==> src/sv/sce_pkg.sv <==
// ---------------------------------------------------------------------------
// sce_pkg
// types, constants and lookup tables for the softmax cross-entropy row block
// ---------------------------------------------------------------------------
`default_nettype none
package sce_pkg;
   localparam int MAX_CLASSES = 32;
   localparam logic [0:0] CSR_CLASS_COUNT = 1'b0;
   localparam logic [0:0] CSR_GRAD_ENABLE = 1'b1;
   localparam logic [25:0] LOSS_MAX = 26'h3FFFFFF;

   // datapath commands
   typedef struct packed {
      logic load;       // store one beat at load index
      logic clear_row;  // restart running max
      logic sum_clear;
      logic exp_go;     // exp of read entry, valid next cycle
      logic sum_add;
      logic div_start;
      logic ln_go;
      logic acc_clear;
      logic acc_add;
      logic [4:0] idx;
   } ctrl_type;

   typedef struct packed {
      logic div_done;
   } stat_type;

   function automatic logic [16:0] pow2_tab(input logic [4:0] k);
      logic [16:0] r;
      case (k)
         5'd0: r = 17'd65536; 5'd1: r = 17'd62757; 5'd2: r = 17'd60097;
         5'd3: r = 17'd57549; 5'd4: r = 17'd55109; 5'd5: r = 17'd52773;
         5'd6: r = 17'd50535; 5'd7: r = 17'd48393; 5'd8: r = 17'd46341;
         5'd9: r = 17'd44376; 5'd10: r = 17'd42495; 5'd11: r = 17'd40693;
         5'd12: r = 17'd38968; 5'd13: r = 17'd37316; 5'd14: r = 17'd35734;
         5'd15: r = 17'd34219; 5'd16: r = 17'd32768;
         default: r = 17'd32768;
      endcase
      return r;
   endfunction

   function automatic logic [16:0] log2_tab(input logic [4:0] k);
      logic [16:0] r;
      case (k)
         5'd0: r = 17'd0; 5'd1: r = 17'd5732; 5'd2: r = 17'd11136;
         5'd3: r = 17'd16248; 5'd4: r = 17'd21098; 5'd5: r = 17'd25711;
         5'd6: r = 17'd30109; 5'd7: r = 17'd34312; 5'd8: r = 17'd38336;
         5'd9: r = 17'd42196; 5'd10: r = 17'd45904; 5'd11: r = 17'd49472;
         5'd12: r = 17'd52911; 5'd13: r = 17'd56229; 5'd14: r = 17'd59434;
         5'd15: r = 17'd62534; 5'd16: r = 17'd65536;
         default: r = 17'd65536;
      endcase
      return r;
   endfunction
endpackage
`default_nettype wire

==> src/sv/sce_ram.sv <==
// ---------------------------------------------------------------------------
// sce_ram
// generic single-port-write ram with registered read
// ---------------------------------------------------------------------------
`default_nettype none
module sce_ram #(
   parameter int WIDTH = 16,
   parameter int DEPTH = 32
) (
   input  wire logic                     clock,
   input  wire logic                     wr_en,
   input  wire logic [$clog2(DEPTH)-1:0] wr_addr,
   input  wire logic [WIDTH-1:0]         wr_data,
   input  wire logic [$clog2(DEPTH)-1:0] rd_addr,
   output logic      [WIDTH-1:0]         rd_data
);
   logic [WIDTH-1:0] mem_ff [DEPTH];
   always_ff @(posedge clock) begin
      if (wr_en) mem_ff[wr_addr] <= wr_data;
      rd_data <= mem_ff[rd_addr];
   end
endmodule
`default_nettype wire

==> src/sv/sce_datapath.sv <==
// ---------------------------------------------------------------------------
// sce_datapath
// stores, running max, exp, sum, serial divider, log and loss accumulator
// ---------------------------------------------------------------------------
`default_nettype none
module sce_datapath (
   input  wire logic              clock,
   input  wire logic              reset,
   input  wire sce_pkg::ctrl_type ctrl,
   input  wire logic [15:0]       req_logit_value,
   input  wire logic [15:0]       req_label_value,
   output sce_pkg::stat_type      stat,
   output logic [16:0]            grad,
   output logic [25:0]            loss
);
   import sce_pkg::*;
   localparam int AW = $clog2(MAX_CLASSES);

   logic [15:0] logit_rd, label_rd;
   logic [AW-1:0] addr;
   assign addr = ctrl.idx[AW-1:0];

   sce_ram #(.WIDTH(16), .DEPTH(MAX_CLASSES)) u_logit (
      .clock, .wr_en(ctrl.load), .wr_addr(addr), .wr_data(req_logit_value),
      .rd_addr(addr), .rd_data(logit_rd));
   sce_ram #(.WIDTH(16), .DEPTH(MAX_CLASSES)) u_label (
      .clock, .wr_en(ctrl.load), .wr_addr(addr), .wr_data(req_label_value),
      .rd_addr(addr), .rd_data(label_rd));

   // running max
   logic signed [15:0] max_ff, max_in;
   always_comb begin
      max_in = max_ff;
      if (ctrl.load && $signed(req_logit_value) > max_ff) max_in = $signed(req_logit_value);
      if (ctrl.clear_row) max_in = 16'sh8000;
   end
   always_ff @(posedge clock) begin
      if (reset) max_ff <= 16'sh8000;
      else max_ff <= max_in;
   end

   // exp stage 1: d * log2(e)
   logic [16:0] d;
   logic [25:0] t;
   logic [25:0] t_ff;
   logic [15:0] lab_ff;
   assign d = 17'($signed({max_ff[15], max_ff}) - $signed({logit_rd[15], logit_rd}));
   assign t = 26'((26'(d) * 26'd369) >> 8);
   always_ff @(posedge clock) begin
      if (ctrl.exp_go) begin
         t_ff <= t;
         lab_ff <= label_rd;
      end
   end

   // exp stage 2: table interpolation and shift
   logic [17:0] ip;
   logic [3:0] hi, lo;
   logic [16:0] ta, tb, v;
   logic [16:0] e;
   assign ip = t_ff[25:8];
   assign hi = t_ff[7:4];
   assign lo = t_ff[3:0];
   assign ta = pow2_tab({1'b0, hi});
   assign tb = pow2_tab(5'({1'b0, hi} + 5'd1));
   assign v = 17'(ta - 17'((21'(ta - tb) * 21'(lo)) >> 4));
   assign e = (ip > 18'd16) ? 17'd0 : 17'(v >> ip[4:0]);

   logic [22:0] sum_ff;
   always_ff @(posedge clock) begin
      if (ctrl.sum_clear) sum_ff <= '0;
      else if (ctrl.sum_add) sum_ff <= 23'(sum_ff + 23'(e));
   end

   // restoring divider, one quotient bit per cycle
   logic [39:0] num_ff;
   logic [23:0] rem_ff;
   logic [5:0]  cnt_ff;
   logic        busy_ff;
   logic [23:0] rem_sh;
   logic [24:0] rem_try;
   assign rem_sh = {rem_ff[22:0], num_ff[39]};
   assign rem_try = {1'b0, rem_sh} - {2'b0, sum_ff};
   always_ff @(posedge clock) begin
      if (reset) begin
         busy_ff <= 1'b0;
         cnt_ff <= '0;
      end else if (ctrl.div_start) begin
         busy_ff <= 1'b1;
         cnt_ff <= 6'd40;
         num_ff <= 40'({e, 15'd0}) + 40'(sum_ff >> 1);
         rem_ff <= '0;
      end else if (busy_ff) begin
         if (!rem_try[24]) begin
            rem_ff <= rem_try[23:0];
            num_ff <= {num_ff[38:0], 1'b1};
         end else begin
            rem_ff <= rem_sh;
            num_ff <= {num_ff[38:0], 1'b0};
         end
         cnt_ff <= cnt_ff - 6'd1;
         if (cnt_ff == 6'd1) busy_ff <= 1'b0;
      end
   end
   assign stat.div_done = busy_ff && (cnt_ff == 6'd1);

   // probability, valid when divider idle after a run
   logic [15:0] p;
   assign p = num_ff[15:0];
   assign grad = 17'($signed({1'b0, p}) - $signed({1'b0, lab_ff}));

   // log stage 1: normalize and interpolate
   logic [3:0] m;
   logic [15:0] pc, x, f;
   always_comb begin
      pc = (p == 16'd0) ? 16'd1 : p;
      m = 4'd0;
      for (int i = 1; i < 16; i++) if (pc[i]) m = 4'(i);
   end
   assign x = 16'(pc << (4'd15 - m));
   assign f = x - 16'd32768;
   logic [16:0] la, lb;
   logic [20:0] lg;
   assign la = log2_tab({1'b0, f[14:11]});
   assign lb = log2_tab(5'({1'b0, f[14:11]} + 5'd1));
   assign lg = 21'({m, 16'd0}) + 21'(la) + 21'((28'(lb - la) * 28'(f[10:0])) >> 11);
   logic [20:0] n2_ff;
   logic [15:0] lab2_ff;
   always_ff @(posedge clock) begin
      if (ctrl.ln_go) begin
         n2_ff <= 21'(21'(15 * 65536) - lg);
         lab2_ff <= lab_ff;
      end
   end

   // log stage 2: scale to natural log
   logic [20:0] nl;
   assign nl = 21'((37'(n2_ff) * 37'd45426 + 37'd32768) >> 16);
   logic [20:0] nl_ff;
   logic [15:0] lab3_ff;
   logic        add1_ff;
   logic        add2_ff;
   // after ln_go the term is registered in n2_ff, then in nl_ff
   always_ff @(posedge clock) begin
      if (reset) begin
         add1_ff <= 1'b0;
         add2_ff <= 1'b0;
      end else begin
         add1_ff <= ctrl.acc_add;
         add2_ff <= add1_ff;
      end
      nl_ff <= nl;
      lab3_ff <= lab2_ff;
   end

   logic [42:0] acc_ff;
   always_ff @(posedge clock) begin
      if (ctrl.acc_clear) acc_ff <= '0;
      else if (add2_ff) acc_ff <= 43'(acc_ff + 43'(37'(lab3_ff) * 37'(nl_ff)));
   end

   logic [42:0] lr;
   assign lr = 43'(acc_ff + 43'd16384) >> 15;
   assign loss = (lr > 43'(LOSS_MAX)) ? LOSS_MAX : lr[25:0];
endmodule
`default_nettype wire

==> src/sv/sce_control.sv <==
// ---------------------------------------------------------------------------
// sce_control
// sequencer: load, sum pass, divide/log pass with gradient beats, loss beat
// ---------------------------------------------------------------------------
`default_nettype none
module sce_control (
   input  wire logic              clock,
   input  wire logic              reset,
   input  wire logic              csr_wr_en,
   input  wire logic [0:0]        csr_index,
   input  wire logic [5:0]        csr_wr_data,
   input  wire logic              req_valid,
   output logic                   req_ready,
   output logic                   rsp_valid,
   input  wire logic              rsp_ready,
   output logic                   rsp_kind,
   output logic [4:0]             rsp_class_index,
   output logic                   rsp_last,
   output logic                   grad_sel,
   input  wire sce_pkg::stat_type stat,
   output sce_pkg::ctrl_type      ctrl
);
   import sce_pkg::*;
   localparam int CW = $clog2(MAX_CLASSES + 1);

   localparam logic [3:0] S_LOAD  = 4'd0;
   localparam logic [3:0] S_SRD   = 4'd1; // read for sum
   localparam logic [3:0] S_SEXP  = 4'd2;
   localparam logic [3:0] S_SADD  = 4'd3;
   localparam logic [3:0] S_PRD   = 4'd4;
   localparam logic [3:0] S_PEXP  = 4'd5;
   localparam logic [3:0] S_DIV   = 4'd6;
   localparam logic [3:0] S_WAIT  = 4'd7;
   localparam logic [3:0] S_LN    = 4'd8;
   localparam logic [3:0] S_GRAD  = 4'd9;
   localparam logic [3:0] S_FLUSH = 4'd10;
   localparam logic [3:0] S_FLUSH2= 4'd11;
   localparam logic [3:0] S_LOSS  = 4'd12;

   logic [3:0] st_ff, st_in;
   logic [5:0] cc_ff;
   logic ge_ff, gr_ff, gr_in;
   logic [CW-1:0] cnt_ff, cnt_in, n;

   always_comb begin
      if (cc_ff == 6'd0) n = CW'(1);
      else if (32'(cc_ff) > MAX_CLASSES) n = CW'(MAX_CLASSES);
      else n = CW'(cc_ff);
   end

   always_ff @(posedge clock) begin
      if (reset) begin
         cc_ff <= 6'd32;
         ge_ff <= 1'b1;
      end else if (csr_wr_en) begin
         if (csr_index == CSR_CLASS_COUNT) cc_ff <= csr_wr_data;
         else ge_ff <= csr_wr_data[0];
      end
   end

   logic last_idx;
   assign last_idx = (cnt_ff == CW'(n - CW'(1)));

   always_comb begin
      st_in = st_ff;
      cnt_in = cnt_ff;
      gr_in = gr_ff;
      ctrl = '0;
      ctrl.idx = 5'(cnt_ff);
      req_ready = 1'b0;
      rsp_valid = 1'b0;
      rsp_kind = 1'b0;
      rsp_last = 1'b0;
      rsp_class_index = 5'(cnt_ff);
      grad_sel = 1'b1;
      case (st_ff)
         S_LOAD: begin
            req_ready = 1'b1;
            if (req_valid) begin
               ctrl.load = 1'b1;
               if (cnt_ff + CW'(1) >= n) begin
                  cnt_in = '0;
                  ctrl.sum_clear = 1'b1;
                  gr_in = ge_ff;
                  st_in = S_SRD;
               end else if (32'(cnt_ff) < MAX_CLASSES - 1) begin
                  cnt_in = cnt_ff + CW'(1);
               end
            end
         end
         S_SRD: st_in = S_SEXP;
         S_SEXP: begin ctrl.exp_go = 1'b1; st_in = S_SADD; end
         S_SADD: begin
            ctrl.sum_add = 1'b1;
            if (last_idx) begin
               cnt_in = '0;
               ctrl.acc_clear = 1'b1;
               st_in = S_PRD;
            end else begin
               cnt_in = cnt_ff + CW'(1);
               st_in = S_SRD;
            end
         end
         S_PRD: begin st_in = S_PEXP; end
         S_PEXP: begin ctrl.exp_go = 1'b1; st_in = S_DIV; end
         S_DIV: begin ctrl.div_start = 1'b1; st_in = S_WAIT; end
         S_WAIT: if (stat.div_done) st_in = S_LN;
         S_LN: begin
            ctrl.ln_go = 1'b1;
            ctrl.acc_add = 1'b1;
            st_in = gr_ff ? S_GRAD : S_FLUSH;
         end
         S_GRAD: begin
            rsp_valid = 1'b1;
            if (rsp_ready) st_in = S_FLUSH;
         end
         S_FLUSH: begin
            if (last_idx) begin
               cnt_in = '0;
               st_in = S_FLUSH2;
            end else begin
               cnt_in = cnt_ff + CW'(1);
               st_in = S_PRD;
            end
         end
         S_FLUSH2: st_in = S_LOSS;  // accumulator settles
         S_LOSS: begin
            rsp_valid = 1'b1;
            rsp_kind = 1'b1;
            rsp_last = 1'b1;
            rsp_class_index = 5'd0;
            grad_sel = 1'b0;
            if (rsp_ready) begin
               ctrl.clear_row = 1'b1;
               st_in = S_LOAD;
            end
         end
         default: st_in = S_LOAD;
      endcase
      if (csr_wr_en && csr_index == CSR_CLASS_COUNT) begin
         ctrl.clear_row = 1'b1;
         cnt_in = '0;
         st_in = S_LOAD;
      end
   end

   always_ff @(posedge clock) begin
      if (reset) begin
         st_ff <= S_LOAD;
         cnt_ff <= '0;
         gr_ff <= 1'b1;
      end else begin
         st_ff <= st_in;
         cnt_ff <= cnt_in;
         gr_ff <= gr_in;
      end
   end
endmodule
`default_nettype wire

==> src/sv/softmax_cross_entropy_row.sv <==
// ---------------------------------------------------------------------------
// softmax_cross_entropy_row
// softmax cross-entropy loss and gradient over one row of classes
// ---------------------------------------------------------------------------
// Logits (Q8.8) and labels (Q1.15) load one class per beat at one beat per
// cycle while the block is loading. After the row's last beat the block makes
// a sum pass (read, exp and add states per class), then a probability pass
// with a bit-serial divide per class plus output stall, emitting one gradient
// beat per class if enabled, then the loss beat.
`default_nettype none
module softmax_cross_entropy_row (
   input  wire logic        clock,
   input  wire logic        reset,
   input  wire logic        csr_wr_en,
   input  wire logic [0:0]  csr_index,
   input  wire logic [5:0]  csr_wr_data,
   input  wire logic        req_valid,
   output logic             req_ready,
   input  wire logic [15:0] req_logit_value,
   input  wire logic [15:0] req_label_value,
   output logic             rsp_valid,
   input  wire logic        rsp_ready,
   output logic             rsp_kind,
   output logic [4:0]       rsp_class_index,
   output logic [16:0]      rsp_grad_value,
   output logic [25:0]      rsp_loss_value,
   output logic             rsp_last
);
   import sce_pkg::*;
   ctrl_type ctrl;
   stat_type stat;
   logic grad_sel;
   logic [16:0] grad;
   logic [25:0] loss;

   sce_control u_ctl (
      .clock, .reset, .csr_wr_en, .csr_index, .csr_wr_data, .req_valid, .req_ready,
      .rsp_valid, .rsp_ready, .rsp_kind, .rsp_class_index, .rsp_last, .grad_sel,
      .stat, .ctrl);
   sce_datapath u_dp (
      .clock, .reset, .ctrl, .req_logit_value, .req_label_value, .stat,
      .grad, .loss);

   assign rsp_grad_value = grad_sel ? grad : 17'd0;
   assign rsp_loss_value = grad_sel ? 26'd0 : loss;
endmodule
`default_nettype wire

==> config.mk <==
export PLATFORM = sky130hd
export DESIGN_NAME = softmax_cross_entropy_row
export DESIGN_NICKNAME = d
export VERILOG_FILES = /design/src/sv/sce_pkg.sv /design/src/sv/sce_ram.sv /design/src/sv/sce_datapath.sv /design/src/sv/sce_control.sv /design/src/sv/softmax_cross_entropy_row.sv
export SDC_FILE = /design/constraint.sdc
export NUM_CORES = 2
export LEC_CHECK = 0
export ABC_AREA = 1
export ABC_CLOCK_PERIOD_IN_PS = 22900
export BUFFER_PORTS_ARGS = -buffer_cell sky130_fd_sc_hd__buf_2
export CORE_UTILIZATION = 50
export CTS_BUF_LIST = sky130_fd_sc_hd__clkbuf_8 sky130_fd_sc_hd__clkbuf_16
export CTS_CLUSTER_DIAMETER = 60
export CTS_CLUSTER_SIZE = 20
export DETAILED_ROUTE_END_ITERATION = 16
export GPL_ROUTABILITY_DRIVEN = 0
export GPL_TIMING_DRIVEN = 0
export PLACE_DENSITY_LB_ADDON = 0.3
export SYNTH_ARGS = -nofsm -noshare
export SYNTH_HDL_FRONTEND = slang
export SYNTH_SLANG_ARGS = --single-unit
==> constraint.sdc <==
create_clock -name clock -period 22.9 [get_ports clock]
set_input_delay 4.58 -clock clock [delete_from_list [all_inputs] [get_ports clock]]
set_output_delay 4.58 -clock clock [all_outputs]
set_load 0.01 [all_outputs]
==> out/qor.yml <==
drv_slew: 0
clockBufferDepth: 3
drive_gt1_share_pct: 4.43
n_fill_cell: 15377
setup_violations: 0
slew_headroom_pct: 3.57
start_util_pct: 50.5
hpwl_um: 199000
tritoncts: "done"
status: "finished, final reports clean"
rsz0062_at_grt: "false"
max_freq_mhz: 69.5
power_density_nw_per_um2: 86.9
antenna_found_initial: 15
slowest_stage: "xor2_1"
grt_pass1_wl_um: 399000
tightest_slew_ns: 1.45
synth-edff-count: 1158
gr-total-overflow: 0
ys_ff_latch: 1353
dr.pass1.iters: 8
fin_total_pwr_mw: 8.55
hold_ws_ns: 0.345
ir_drop_mv: 0.309
layout_common_cells: "1531 x inv_1, 1364 x nand2_1, 1158 x edfxtp_1"
synth_top_area_share_pct: 38.4
crit_top_cell: "nand2_1"
pre_cts_slack_ns: 8.86
num_vias: 69583
clk_pin_slew_ns: 0.07
synth_top_area_cell: "edfxtp_1"
place_inst: 11812
async_reset_ff_share_pct: 0
boundaryPins: 96
cts_buffers: 100
dieArea_um2: 183000
synth.distinct_cells: 70
drt_iter0_markers: 7280
synthesis.area_um2: 90500
cts_resized: 0
finClkSkew_ns: 0.101
regArea_um2: 38700
clk_latency_ns: 0.79
grt_max_degree: 35
io_buffers: 95
rows: 155
drv_cap: 0
layout_setup_ws_ns: 8.52
hp-class: "flip-flop to flip-flop"
synth.area.top_cells: "edfxtp_1 38%, fa_1 15%, ha_1 8.6%, inv_1 6.3%, nand2_1 5.7%"
critPathMaxStageDelay_ns: 0.82
syn_inst: 9321
htreeDepth: 3
finalCritPeriodShare_pct: 62.8
crit_path_max_fanout: 11
layout_commonest_cell: "inv_1"
post_cts_buffers: 0
fin_tns_setup_ns: 0
viasPerCell: 5.80
final_antenna_net_count: 0
die_x_um: 427
seq_area_frac_synth_pct: 42.8
clockRootBuffer: "clkbuf_16"
syn_nets: 10648
start_kind: "flip-flop"
synth.avg_cell_area_um2: 9.70
min_period_ns: 14.38
cp.arrival_ns: 14.84
worstSetupPathType: "flip-flop to flip-flop"
cts.sinks: 1353
wire_per_inst_um: 22.2
leakage_nw: 42.2
critPathRequiredTime_ns: 23.35
coreArea_um2: 179000
grt_pass1_vias: 68299
cp-end-kind: "flip-flop"
yosysWarningCount: 0
hold_buffers: 0
stdcell_count: 11994
ys.flop_type: "edfxtp_1"
routed_wl_um: 266000
fp.dieH_um: 427
finalHoldViolCount: 0
nNetsFinal: 10887
drc: 0
syn2layout_area_growth_pct: 8.67
grt_usage_pct: 28.9
multi_input_area_um2: 44800
## metal layers
| layer | part of all wire, % | global-route usage [%] | up-vias |
|---|---|---|---|
| met5 | 0.012 | 0 | - |
| met4 | 6.2 | 15.9 | 6 |
| met3 | 9.8 | 5.48 | 807 |
| met2 | 46 | 47.2 | 3838 |
| met1 | 38 | 36.3 | 33532 |
| li1 | - | - | 31400 |
## state kept, by name (all words and copies together) (netlist names), 16 cells and up
register	count
u_dp.acc_ff	43
u_dp.lab2_ff	16
u_dp.lab3_ff	16
u_dp.lab_ff	16
u_dp.max_ff	16
u_dp.n2_ff	21
u_dp.nl_ff	21
u_dp.num_ff	40
u_dp.rem_ff	23
u_dp.sum_ff	23
u_dp.t_ff	18
u_dp.ta	17
u_dp.u_label.mem_ff	512
u_dp.u_label.rd_data	16
u_dp.u_logit.mem_ff	512
u_dp.u_logit.rd_data	16
## stage by stage
step | utilization, % | area, um2
global placement | 52.4 | 93900
CTS | 54.9 | 98300
floorplan | - | 90500
detailed placement | 53.1 | 95000
finish | 54.9 | 98300
global route | 54.9 | 98300
## worst paths after layout
path	startpoint	cells past startpoint	end	slack (ns)
worst min-delay path	u_dp.lab2_ff[4]	0	u_dp.lab3_ff[4]	0.35
worst max register to register	u_dp.num_ff[15]	62	u_dp.n2_ff[19]	8.52
worst min register to register	u_dp.lab2_ff[4]	0	u_dp.lab3_ff[4]	0.35
worst max-delay path	u_dp.num_ff[15]	62	u_dp.n2_ff[19]	8.52
## layout make-up
type	instances	area share, %
Inverter	1540	5.88
Tap cell	2355	3.00
Clock buffer	100	2.55
Clock inverter	72	0.782
Sequential cell	1353	39.3
Multi-Input combinational cell	6067	45.6
Timing Repair Buffer	137	1.35
Antenna cell	9	0.0229
Buffer	361	1.46
## critical path, delay by kind of cell (launching register included)
| family | cells | cell delay (ns) |
|---|---|---|
| AOI/OAI and AO/OA | 17 | 3.71 |
| xor gates and xnor gates | 3 | 1.04 |
| adders and majority gates | 13 | 5.19 |
| buffers and inverters | 8 | 0.90 |
| DFF | 1 | 0.53 |
| and+or+nand+nor | 21 | 2.68 |
## cells in the mapped netlist, drive strengths merged, types with 3 or more instances
library cell / n
nand3b: 4
xnor2: 83
a31oi: 35
a211oi: 18
nand2: 1378
o21a: 16
a221oi: 67
a22o: 61
o21bai: 27
clkinv: 12
fa: 661
and2: 4
o311ai: 3
ha: 622
o2111ai: 5
a2111oi: 3
or2: 22
clkbuf: 321
nor3b: 4
inv: 1528
buf: 40
o31ai: 9
xor2: 180
dfxtp: 195
nor4: 14
edfxtp: 1158
nand3: 226
a21boi: 5
a21o: 22
a21oi: 411
o221ai: 4
nand4: 36
nor2: 974
o21ai: 819
o211ai: 21
o22ai: 261
nor3: 58
## logic make-up after synthesis
kind of cell               synth area share (%)
and+or+nand+nor                            12.1
DFF                                        42.8
AOI/OAI and AO/OA                          11.4
adders and majority gates                  23.2
xor gates and xnor gates                   2.55
muxes                                    0.0221
buffers and inverters                      7.97
## power by group
part	leakage, nW	switching [mW]	internal (mW)
Sequential	12.0	0.0275	2.85
Combinational	28.6	2.42	1.44
Clock	1.63	0.957	0.850
No activity file was read; power rests on OpenSTA's default activity.
